[src/rtl/spd_pkg.sv]
// ---------------------------------------------------------------------------
// spd_pkg: shared types and constants of the scan packet deframer
// Beat layouts, header offsets, packet types and verdict codes.
// ---------------------------------------------------------------------------
package spd_pkg;

   // byte offset counter width and header length
   localparam int OFFSET_BITS  = 16;
   localparam int HEADER_BYTES = 60;

   // result queue depth
   localparam int FIFO_DEPTH = 4;
   localparam int FIFO_CNT_BITS = $clog2(FIFO_DEPTH + 1);

   // last byte of each little-endian header field
   localparam int OFS_TYPE   = 3;
   localparam int OFS_SCAN   = 11;
   localparam int OFS_PACKET = 13;
   localparam int OFS_STATUS = 33;
   localparam int OFS_PPS    = 39;
   localparam int OFS_COUNT  = 41;
   localparam int OFS_ANGLE  = 47;
   localparam int OFS_STEP   = 51;

   // packet types
   localparam logic [15:0] TYPE_A = 16'd65;
   localparam logic [15:0] TYPE_B = 16'd66;

   // sample sizes in bytes
   localparam logic [2:0] SIZE_A = 3'd4;
   localparam logic [2:0] SIZE_B = 3'd6;

   // result kinds
   localparam logic KIND_SAMPLE = 1'b0;
   localparam logic KIND_STATUS = 1'b1;

   // verdict codes
   localparam logic [1:0] V_OK   = 2'd0;
   localparam logic [1:0] V_DONE = 2'd1;
   localparam logic [1:0] V_ERR  = 2'd2;
   localparam logic [1:0] V_SCAN = 2'd3;

   typedef struct packed {
      logic [7:0]  data_byte;
      logic        packet_end;
      logic [31:0] packet_time;
   } req_type;

   typedef struct packed {
      logic               kind;
      logic [31:0]        distance;
      logic [15:0]        amplitude;
      logic signed [31:0] angle;
      logic [31:0]        sample_time;
      logic [1:0]         verdict;
      logic [15:0]        points_collected;
      logic               last;
   } rsp_type;

   // results produced by one byte, first in order in r0
   typedef struct packed {
      logic [1:0] num;
      rsp_type    r0;
      rsp_type    r1;
   } push_type;

endpackage

[src/rtl/spd_fifo.sv]
// ---------------------------------------------------------------------------
// spd_fifo: result queue
// Shift queue taking up to two beats per cycle and giving one while the result
// channel is not stalled; the head entry drives the result channel directly.
// ---------------------------------------------------------------------------
module spd_fifo
   import spd_pkg::*;
(
   input  logic     clock,
   input  logic     reset,
   input  push_type push,
   output logic     room,
   output logic     rsp_valid,
   input  logic     rsp_stall,
   output rsp_type  rsp_data
);

   rsp_type                  q_ff  [FIFO_DEPTH];
   rsp_type                  q_in  [FIFO_DEPTH];
   rsp_type                  q_sh  [FIFO_DEPTH];
   logic [FIFO_CNT_BITS-1:0] cnt_ff;
   logic [FIFO_CNT_BITS-1:0] cnt_in;
   logic [FIFO_CNT_BITS-1:0] base;
   logic                     pop;

   // space for the two results a byte can cause
   assign room      = cnt_ff <= FIFO_CNT_BITS'(FIFO_DEPTH - 2);
   assign rsp_valid = cnt_ff != '0;
   assign rsp_data  = q_ff[0];
   assign pop       = rsp_valid && !rsp_stall;
   assign base      = cnt_ff - FIFO_CNT_BITS'(pop);

   // shift on pop, then write new beats behind the survivors
   always_comb begin
      for (int i = 0; i < FIFO_DEPTH - 1; i++) begin
         q_sh[i] = pop ? q_ff[i + 1] : q_ff[i];
      end
      q_sh[FIFO_DEPTH - 1] = q_ff[FIFO_DEPTH - 1];
      for (int i = 0; i < FIFO_DEPTH; i++) begin
         q_in[i] = q_sh[i];
         if (push.num != 2'd0 && base == FIFO_CNT_BITS'(i)) begin
            q_in[i] = push.r0;
         end
         if (push.num == 2'd2 && base + FIFO_CNT_BITS'(1) == FIFO_CNT_BITS'(i)) begin
            q_in[i] = push.r1;
         end
      end
      cnt_in = base + FIFO_CNT_BITS'(push.num);
   end

   always_ff @(posedge clock) begin
      for (int i = 0; i < FIFO_DEPTH; i++) begin
         q_ff[i] <= q_in[i];
      end
      if (reset) begin
         cnt_ff <= '0;
      end else begin
         cnt_ff <= cnt_in;
      end
   end

endmodule

[src/rtl/spd_core.sv]
// ---------------------------------------------------------------------------
// spd_core: byte register, header decode and sample assembly
// Holds one registered byte, decodes it against the packet state and
// hands up to two result beats to the queue in the same cycle.
// ---------------------------------------------------------------------------
module spd_core
   import spd_pkg::*;
(
   input  logic     clock,
   input  logic     reset,
   input  logic     req_valid,
   output logic     req_stall,
   input  req_type  req_data,
   input  logic     room,
   output push_type push
);

   localparam logic [OFFSET_BITS-1:0] OFFSET_MAX = '1;

   // input register
   logic    in_valid_ff, in_valid_in;
   req_type in_item_ff;
   logic    fire;

   // packet state
   logic [OFFSET_BITS-1:0] offset_ff, offset_in;
   logic [31:0]            hs_ff, hs_in;
   logic [15:0]            kind_ff, kind_in;
   logic [15:0]            pnum_ff, pnum_in;
   logic [15:0]            snum_ff, snum_in;
   logic [15:0]            expect_ff, expect_in;
   logic [15:0]            scan_id_ff, scan_id_in;
   logic                   stat_zero_ff, stat_zero_in;
   logic [15:0]            samples_ff, samples_in;
   logic [15:0]            pps_ff, pps_in;
   logic [31:0]            step_ff, step_in;
   logic [31:0]            run_ff, run_in;
   logic [47:0]            sbytes_ff, sbytes_in;
   logic [2:0]             pos_ff, pos_in;
   logic [15:0]            emitted_ff, emitted_in;
   logic [15:0]            pc_ff, pc_in;
   logic [1:0]             accept_ff, accept_in;
   logic [31:0]            time_ff, time_in;

   // decode helpers
   logic [OFFSET_BITS-1:0] o;
   logic [7:0]             b;
   logic                   first, hdr_ok, decide, type_ok, is_b, take, done, complete;
   logic [47:0]            sb_cur, sb_new;
   logic [2:0]             pos_cur, pos_new;
   logic [15:0]            emit_cur;
   logic [32:0]            sum;
   logic [31:0]            ang_sat;
   logic [1:0]             v;
   rsp_type                samp, stat;

   assign fire      = in_valid_ff && room;
   assign req_stall = in_valid_ff && !room;
   assign in_valid_in = req_stall ? in_valid_ff : req_valid;

   always_comb begin
      o       = offset_ff;
      b       = in_item_ff.data_byte;
      first   = o == '0;
      hdr_ok  = o != OFFSET_MAX;

      // new packet: latch time and clear the per-packet state
      time_in    = first ? in_item_ff.packet_time : time_ff;
      accept_in  = first ? V_ERR : accept_ff;
      sb_cur     = first ? '0 : sbytes_ff;
      pos_cur    = first ? '0 : pos_ff;
      emit_cur   = first ? '0 : emitted_ff;

      // header capture
      hs_in        = {b, hs_ff[31:8]};
      kind_in      = kind_ff;
      snum_in      = snum_ff;
      pnum_in      = pnum_ff;
      stat_zero_in = stat_zero_ff;
      pps_in       = pps_ff;
      samples_in   = samples_ff;
      run_in       = run_ff;
      step_in      = step_ff;
      if (hdr_ok) begin
         if (o == OFFSET_BITS'(OFS_TYPE))   kind_in      = hs_in[31:16];
         if (o == OFFSET_BITS'(OFS_SCAN))   snum_in      = hs_in[31:16];
         if (o == OFFSET_BITS'(OFS_PACKET)) pnum_in      = hs_in[31:16];
         if (o == OFFSET_BITS'(OFS_STATUS)) stat_zero_in = hs_in == '0;
         if (o == OFFSET_BITS'(OFS_PPS))    pps_in       = hs_in[31:16];
         if (o == OFFSET_BITS'(OFS_COUNT))  samples_in   = hs_in[31:16];
         if (o == OFFSET_BITS'(OFS_ANGLE))  run_in       = hs_in;
         if (o == OFFSET_BITS'(OFS_STEP))   step_in      = hs_in;
      end
      type_ok = kind_in == TYPE_A || kind_in == TYPE_B;
      is_b    = kind_in == TYPE_B;

      // packet sequence check at the last header byte
      decide     = hdr_ok && o == OFFSET_BITS'(HEADER_BYTES - 1);
      expect_in  = expect_ff;
      scan_id_in = scan_id_ff;
      pc_in      = pc_ff;
      if (decide) begin
         accept_in = V_ERR;
         if (pnum_in == 16'd1) begin
            expect_in  = 16'd1;
            scan_id_in = snum_in;
            pc_in      = '0;
            accept_in  = V_OK;
         end else if (expect_ff != 16'hFFFF && expect_ff + 16'd1 == pnum_in) begin
            if (scan_id_ff != snum_in) begin
               accept_in = V_SCAN;
            end else begin
               expect_in = pnum_in;
               accept_in = V_OK;
            end
         end
         if (accept_in == V_OK && stat_zero_in && !type_ok) begin
            accept_in = V_ERR;
         end
      end

      // sample assembly, one byte lane per beat
      take   = o >= OFFSET_BITS'(HEADER_BYTES) && accept_in == V_OK && stat_zero_in &&
               type_ok && emit_cur < samples_in;
      sb_new = sb_cur;
      case (pos_cur)
         3'd0:    sb_new[7:0]   = b;
         3'd1:    sb_new[15:8]  = b;
         3'd2:    sb_new[23:16] = b;
         3'd3:    sb_new[31:24] = b;
         3'd4:    sb_new[39:32] = b;
         3'd5:    sb_new[47:40] = b;
         default: sb_new = sb_cur;
      endcase
      pos_new = pos_cur + 3'd1;
      done    = take && (pos_new >= (is_b ? SIZE_B : SIZE_A));

      // saturating angle step
      sum = {run_in[31], run_in} + {step_in[31], step_in};
      if (sum[32] != sum[31]) begin
         ang_sat = sum[32] ? 32'h8000_0000 : 32'h7FFF_FFFF;
      end else begin
         ang_sat = sum[31:0];
      end

      samp                  = '0;
      samp.kind             = KIND_SAMPLE;
      samp.distance         = sb_new[31:0];
      samp.amplitude        = is_b ? sb_new[47:32] : 16'd0;
      samp.angle            = run_in;
      samp.sample_time      = time_in;
      samp.verdict          = V_OK;
      samp.last             = !in_item_ff.packet_end;

      sbytes_in  = sb_cur;
      pos_in     = pos_cur;
      emitted_in = emit_cur;
      if (take) begin
         sbytes_in = sb_new;
         pos_in    = pos_new;
      end
      if (done) begin
         run_in     = ang_sat;
         emitted_in = emit_cur + 16'd1;
         if (pc_in != 16'hFFFF) pc_in = pc_in + 16'd1;
         sbytes_in  = '0;
         pos_in     = '0;
      end
      samp.points_collected = pc_in;

      // end-of-packet status
      complete = o >= OFFSET_BITS'(HEADER_BYTES) || decide;
      v = V_ERR;
      if (complete) begin
         if (pps_in == '0)         v = V_ERR;
         else if (pps_in == pc_in) v = V_DONE;
         else                      v = accept_in;
      end
      stat                  = '0;
      stat.kind             = KIND_STATUS;
      stat.sample_time      = time_in;
      stat.verdict          = v;
      stat.points_collected = pc_in;
      stat.last             = 1'b1;

      // queue push
      push = '0;
      if (fire) begin
         if (done) begin
            push.r0  = samp;
            push.r1  = stat;
            push.num = in_item_ff.packet_end ? 2'd2 : 2'd1;
         end else if (in_item_ff.packet_end) begin
            push.r0  = stat;
            push.num = 2'd1;
         end
      end

      // offset advance
      if (in_item_ff.packet_end) offset_in = '0;
      else if (hdr_ok)           offset_in = o + OFFSET_BITS'(1);
      else                       offset_in = o;
   end

   // input register
   always_ff @(posedge clock) begin
      if (!req_stall && req_valid) begin
         in_item_ff <= req_data;
      end
      if (reset) begin
         in_valid_ff <= 1'b0;
      end else begin
         in_valid_ff <= in_valid_in;
      end
   end

   // packet state
   always_ff @(posedge clock) begin
      if (reset) begin
         offset_ff    <= '0;
         hs_ff        <= '0;
         kind_ff      <= '0;
         pnum_ff      <= '0;
         snum_ff      <= '0;
         expect_ff    <= '0;
         scan_id_ff   <= '0;
         stat_zero_ff <= 1'b1;
         samples_ff   <= '0;
         pps_ff       <= '0;
         step_ff      <= '0;
         run_ff       <= '0;
         sbytes_ff    <= '0;
         pos_ff       <= '0;
         emitted_ff   <= '0;
         pc_ff        <= '0;
         accept_ff    <= V_ERR;
         time_ff      <= '0;
      end else if (fire) begin
         offset_ff    <= offset_in;
         hs_ff        <= hs_in;
         kind_ff      <= kind_in;
         pnum_ff      <= pnum_in;
         snum_ff      <= snum_in;
         expect_ff    <= expect_in;
         scan_id_ff   <= scan_id_in;
         stat_zero_ff <= stat_zero_in;
         samples_ff   <= samples_in;
         pps_ff       <= pps_in;
         step_ff      <= step_in;
         run_ff       <= run_in;
         sbytes_ff    <= sbytes_in;
         pos_ff       <= pos_in;
         emitted_ff   <= emitted_in;
         pc_ff        <= pc_in;
         accept_ff    <= accept_in;
         time_ff      <= time_in;
      end
   end

   // every final byte closes its packet with a status beat
   a_end_status: assert property (@(posedge clock) disable iff (reset)
      fire && in_item_ff.packet_end |->
         (push.num == 2'd1 && push.r0.kind == KIND_STATUS) ||
         (push.num == 2'd2 && push.r1.kind == KIND_STATUS))
      else $error("final byte without status beat");

   // a pair of beats is always a sample followed by a status
   a_pair_order: assert property (@(posedge clock) disable iff (reset)
      push.num == 2'd2 |-> push.r0.kind == KIND_SAMPLE && push.r1.kind == KIND_STATUS)
      else $error("bad beat pair order");

   // the offset restarts after a final byte
   a_offset_restart: assert property (@(posedge clock) disable iff (reset)
      fire && in_item_ff.packet_end |=> offset_ff == '0)
      else $error("offset did not restart");

   // nothing is pushed without room in the queue
   a_push_room: assert property (@(posedge clock) disable iff (reset)
      push.num != 2'd0 |-> room && in_valid_ff)
      else $error("push without room");

endmodule

[src/rtl/scan_packet_deframer.sv]
// ---------------------------------------------------------------------------
// scan_packet_deframer: laser-scanner packet deframer
// Each accepted byte is registered in the core and decoded there; its results
// are written into the result queue, whose head entry drives the result channel.
// Throughput: one byte per cycle; a byte that completes a sample and ends
// the packet adds one beat, drained by the four-entry result queue; the
// input stalls while the queue holds more than two beats.
// Reset: synchronous, clears all packet and scan tracking, empties the queue.
// ---------------------------------------------------------------------------
module scan_packet_deframer
   import spd_pkg::*;
(
   input  logic    clock,
   input  logic    reset,
   input  logic    req_valid,
   output logic    req_stall,
   input  req_type req_data,
   output logic    rsp_valid,
   input  logic    rsp_stall,
   output rsp_type rsp_data
);

   push_type push;
   logic     room;

   // decode and sample assembly
   spd_core u_core (
      .clock     (clock),
      .reset     (reset),
      .req_valid (req_valid),
      .req_stall (req_stall),
      .req_data  (req_data),
      .room      (room),
      .push      (push)
   );

   // result queue
   spd_fifo u_fifo (
      .clock     (clock),
      .reset     (reset),
      .push      (push),
      .room      (room),
      .rsp_valid (rsp_valid),
      .rsp_stall (rsp_stall),
      .rsp_data  (rsp_data)
   );

endmodule

[config.mk]
export PLATFORM = sky130hd
export DESIGN_NAME = scan_packet_deframer
export DESIGN_NICKNAME = d
export VERILOG_FILES = /design/src/rtl/spd_pkg.sv /design/src/rtl/spd_fifo.sv /design/src/rtl/spd_core.sv /design/src/rtl/scan_packet_deframer.sv
export SDC_FILE = /design/constraint.sdc
export NUM_CORES = 2
export LEC_CHECK = 0
export ABC_CLOCK_PERIOD_IN_PS = 15030
export BUFFER_PORTS_ARGS = -buffer_cell sky130_fd_sc_hd__buf_2
export CAP_MARGIN = 20
export CORE_MARGIN = 2
export CORE_UTILIZATION = 38
export DETAILED_ROUTE_END_ITERATION = 6
export GPL_TIMING_DRIVEN = 0
export PLACE_DENSITY = 0.66
export SKIP_CTS_REPAIR_TIMING = 1
export SYNTH_ARGS = -nofsm -noshare
export SYNTH_HDL_FRONTEND = slang
export SYNTH_SLANG_ARGS = --single-unit
[constraint.sdc]
create_clock -name clock -period 15.03 [get_ports clock]
set_input_delay 2.2545 -clock clock [delete_from_list [all_inputs] [get_ports clock]]
set_output_delay 2.2545 -clock clock [all_outputs]
set_load 0.005 [all_outputs]
==> results.toml <==
[power]
internal-power_mw = 4.79
switching_share_pct = 30.5
power_leakage_nw = 18.9
vdd_drop_max_uv = 82.7
share_seq_of_total_power_pct = 43.6
p_total_mw = 6.89
relative_contribution_of_the_clock_network_to_total_power_pct = 36.9
power_per_cell_area_nw_per_um2 = 141
power_frac_comb_pct = 19.5
power.net_switching_mw = 2.10

[yosys]
yosysUniqueCellTypes = 82
synth-edff-count = 249
synth_most_common_cell = "sky130_fd_sc_hd__nand2_1"
synth_largest_type_area_fraction_pct = 31.0
yosys_most_used_dff = "sky130_fd_sc_hd__dfxtp_1"
mappedNetlistNets = 5248
post_synth_inst_count = 5135
synth_commonest_cells = "sky130_fd_sc_hd__nand2_1, sky130_fd_sc_hd__dfxtp_1, sky130_fd_sc_hd__nor2_1"
yosys-top-cells-area = "sky130_fd_sc_hd__dfxtp_1, sky130_fd_sc_hd__edfxtp_1, sky130_fd_sc_hd__nand2_1"
cell_type_contributing_the_most_total_cell_area_after_synthesis = "sky130_fd_sc_hd__dfxtp_1"
synth-warning-count = 0
syn_area_per_cell_um2 = 8.27
syn-cell-area_um2 = 42500
postSynthRegisterBits = 907
synthArstFlopShare_pct = 0
synth-seq-area-share_pct = 48.6

[worst_setup_path]
crit_buf_inv = 8
critPathArrivalTime_ns = 11.18
worst_path_largest_cell_delay_ns = 0.99
critical_path.max_fanout = 34
crit_path_cell_trace = "clkbuf_1 > nor4_1 > and4_1 > clkbuf_1 > buf_1 > nor2_1 > ha_1 > a21oi_1 > o21ai_0 > nor3_1 > nand4_2 > nor2_1 > clkbuf_1 > buf_1 > ha_1 > nand4b_1 > nor2_1 > nor2_1 > clkbuf_1 > clkbuf_1 > nand2_2 > buf_12"
cp_class = "flip-flop to flip-flop"
critical_path.slowest_cell = "sky130_fd_sc_hd__nor2_1"
critical-path-top-delay-family = "simple AND/OR/NAND/NOR gates"
timing.critical_path.required_ns = 15.38
crit_top_cell = "sky130_fd_sc_hd__clkbuf_1"
cp-start-kind = "flip-flop"
endpoint_type_of_the_worst_setup_path = "flip-flop"

[floorplanning]
core_area_um2 = 111000
io_pins = 179
die_h_um = 338
die_area_um2 = 114000
dieWidth_um = 338
rows = 122
initial_utilization_pct = 38.3

[clocking]
clock_tree.buffer_depth = 3
tritoncts_clock_tree = "done"
cts_num_sinks = 907
clock_h_tree_levels = 3
cts-buffers-inserted = 101
cts.reportedPaths.clkPinSlew_ns = 0.06
clock_latency_ns = 0.70
cell_at_the_root_of_the_clock_tree = "sky130_fd_sc_hd__clkbuf_16"

[layout]
area.growth.synth_to_final_pct = 15.1
design_area_um2 = 48900
final_net_count = 5545
number_of_antenna_diodes = 0
fillers = 11000
drive_above_1_share_pct = 7.71

[global_route]
groute.usage.overall_pct = 23.5
grt_overflow = 0
grt_pass1_wl_um = 212000
pin_count_of_the_biggest_net_entering_global_routing = 36
first_global_vias = 35700
number_of_antenna_violations_at_the_first_check_in_global_routing = 0

[timing]
post-route-period-util_pct = 72.0
minimum_clock_period_after_layout_ns = 10.82
clock-skew-final_ns = 0.0359
worst-slew-pin-transition_ns = 1.25
headroom_to_the_max_slew_limit_pct = 16.8
worst_slack_ns = 4.21
timing.fmax_ghz = 0.0924
finalHoldViolCount = 0
setup-tns-final_ns = 0
rsz_0062_raised_after_global_routing = "false"
finalMaxSlewViolations = 0
final_report_setup_violation_count = 0

[routing]
wirelength_um = 140000
avgRoutedWirePerCell_um = 20.0
detail_route.drc_violations = 0
avgViaCountPerCell = 5.52
routed-via-count = 38600
final_antenna_net_count = 0
drt_iter0_markers = 3741
detailedRoute.firstPassIterationCount = 6

[place]
dp_hpwl_um = 104000
detailed_place.area_um2 = 45500
finalWeightedCongestion = 0.992
port-buffer-count = 177
preCtsSetupSlack_ns = 4.59

[worst_hold_path]
hp-class = "flip-flop to flip-flop"

[outcome]
run_status = "finished, final reports clean"

[flow_run]
drv.max_cap_violation_count = 0
[cells in the final DEF, fill, tap and decap left out, drive strengths merged, types with 8 or more instances in the layout]
master	instances
nand2	1145
dfxtp	658
nor2	562
a21oi	561
clkbuf	483
o21ai	302
edfxtp	249
buf	231
nand3	229
mux2i	126
a22o	119
inv	90
nor3	80
xnor2	70
ha	66
xor2	61
a211oi	61
nor4	44
nand4	38
mux2	33
and2	30
a21o	28
a22oi	26
and3	18
clkinv	18
or2	12
or4	12
and4	12
nand2b	12
o22ai	12
or3	11
bufinv	10
nor2b	10
o21a	8
[final cells by class]
type                    instances  area [µm²]  area share (%)
clock buffers                 149        2890            5.91
well taps                    1488        1860            3.81
flip-flops and latches        907       20600            42.2
clock inverters                35         485           0.993
plain buffers                 371        1410            2.88
repair buffers                194        1140            2.33
multi-input cells            3773       20100            41.2
inverters                      84         315           0.645
[power by group through the flow]
stage / Combinational, mW / Clock, mW / Sequential (mW)
floorplan: 0.813 / 0 / 3.03
global placement: 1.28 / 0 / 3.07
detailed placement: 1.32 / 0 / 3.06
CTS: 1.33 / 2.57 / 3.01
global route: 1.48 / 2.67 / 3.03
finish: 1.34 / 2.55 / 3.01
[sequential cells by signal, summed over array words and instances, names as in the netlist, 24 cells and up]
register,cells
u_core.hs_ff,24
u_core.in_item_ff,33
u_core.run_ff,32
u_core.sbytes_ff,48
u_core.step_ff,32
u_core.time_ff,32
u_fifo.q_ff,528
[per-stage QoR]
step | hold WS, ns | util [%] | instances
2_1_floorplan | 0.425 | - | 5135
3_3_place_gp | 0.433 | 40.8 | 6800
3_5_place_dp | 0.442 | 41.0 | 6815
4_1_cts | 0.451 | 44.1 | 6999
5_1_grt | 0.462 | 44.1 | 7001
6_report | 0.450 | 44.1 | 7001
[path summary, 6_finish.rpt]
kind | endpoint | slack [ns] | cells after the start | startpoint
min | u_core.step_ff[25] | 0.45 | 2 | u_core.step_ff[25]
min reg2reg | u_core.step_ff[25] | 0.45 | 2 | u_core.step_ff[25]
max reg2reg | u_fifo.q_ff[1][44] | 4.21 | 22 | u_core.o[4]
max | u_fifo.q_ff[1][44] | 4.21 | 22 | u_core.o[4]
[layer usage]
| metal | up-vias | part of all wire, % | GRT usage, % |
|---|---|---|---|
| met1 | 18500 | 44 | 31.9 |
| met5 | - | 0 | 0 |
| met2 | 1499 | 45 | 37.4 |
| met3 | 307 | 7.5 | 3.26 |
| li1 | 18400 | - | - |
| met4 | 0 | 4.1 | 9.68 |
[logic make-up (layout without fill, tap and decap cells)]
family / after synthesis / in the layout / share of synthesized area (%)
xor gates and xnor gates: 131 / 131 / 2.70
DFF: 907 / 907 / 48.6
and+or+nand+nor: 2240 / 2240 / 22.5
muxes: 159 / 159 / 3.84
adders and majority gates: 68 / 68 / 2.04
buffers and inverters: 455 / 833 / 4.06
AOI/OAI and AO/OA: 1175 / 1175 / 16.3
[worst reg2reg max path, cell delays in order (launching register included)]
cell                       delay (ns)
sky130_fd_sc_hd__dfxtp_1         0.31
sky130_fd_sc_hd__clkbuf_1        0.21
sky130_fd_sc_hd__nor4_1          0.80
sky130_fd_sc_hd__and4_1          0.37
sky130_fd_sc_hd__clkbuf_1        0.71
sky130_fd_sc_hd__buf_1           0.88
sky130_fd_sc_hd__nor2_1          0.13
sky130_fd_sc_hd__ha_1            0.23
sky130_fd_sc_hd__a21oi_1         0.33
sky130_fd_sc_hd__o21ai_0         0.22
sky130_fd_sc_hd__nor3_1          0.33
sky130_fd_sc_hd__nand4_2         0.41
sky130_fd_sc_hd__nor2_1          0.38
sky130_fd_sc_hd__clkbuf_1        0.74
sky130_fd_sc_hd__buf_1           0.67
sky130_fd_sc_hd__ha_1            0.43
sky130_fd_sc_hd__nand4b_1        0.35
sky130_fd_sc_hd__nor2_1          0.99
sky130_fd_sc_hd__nor2_1          0.29
sky130_fd_sc_hd__clkbuf_1        0.40
sky130_fd_sc_hd__clkbuf_1        0.45
sky130_fd_sc_hd__nand2_2         0.53
sky130_fd_sc_hd__buf_12          0.29
No activity file was read; power rests on OpenSTA's default activity.
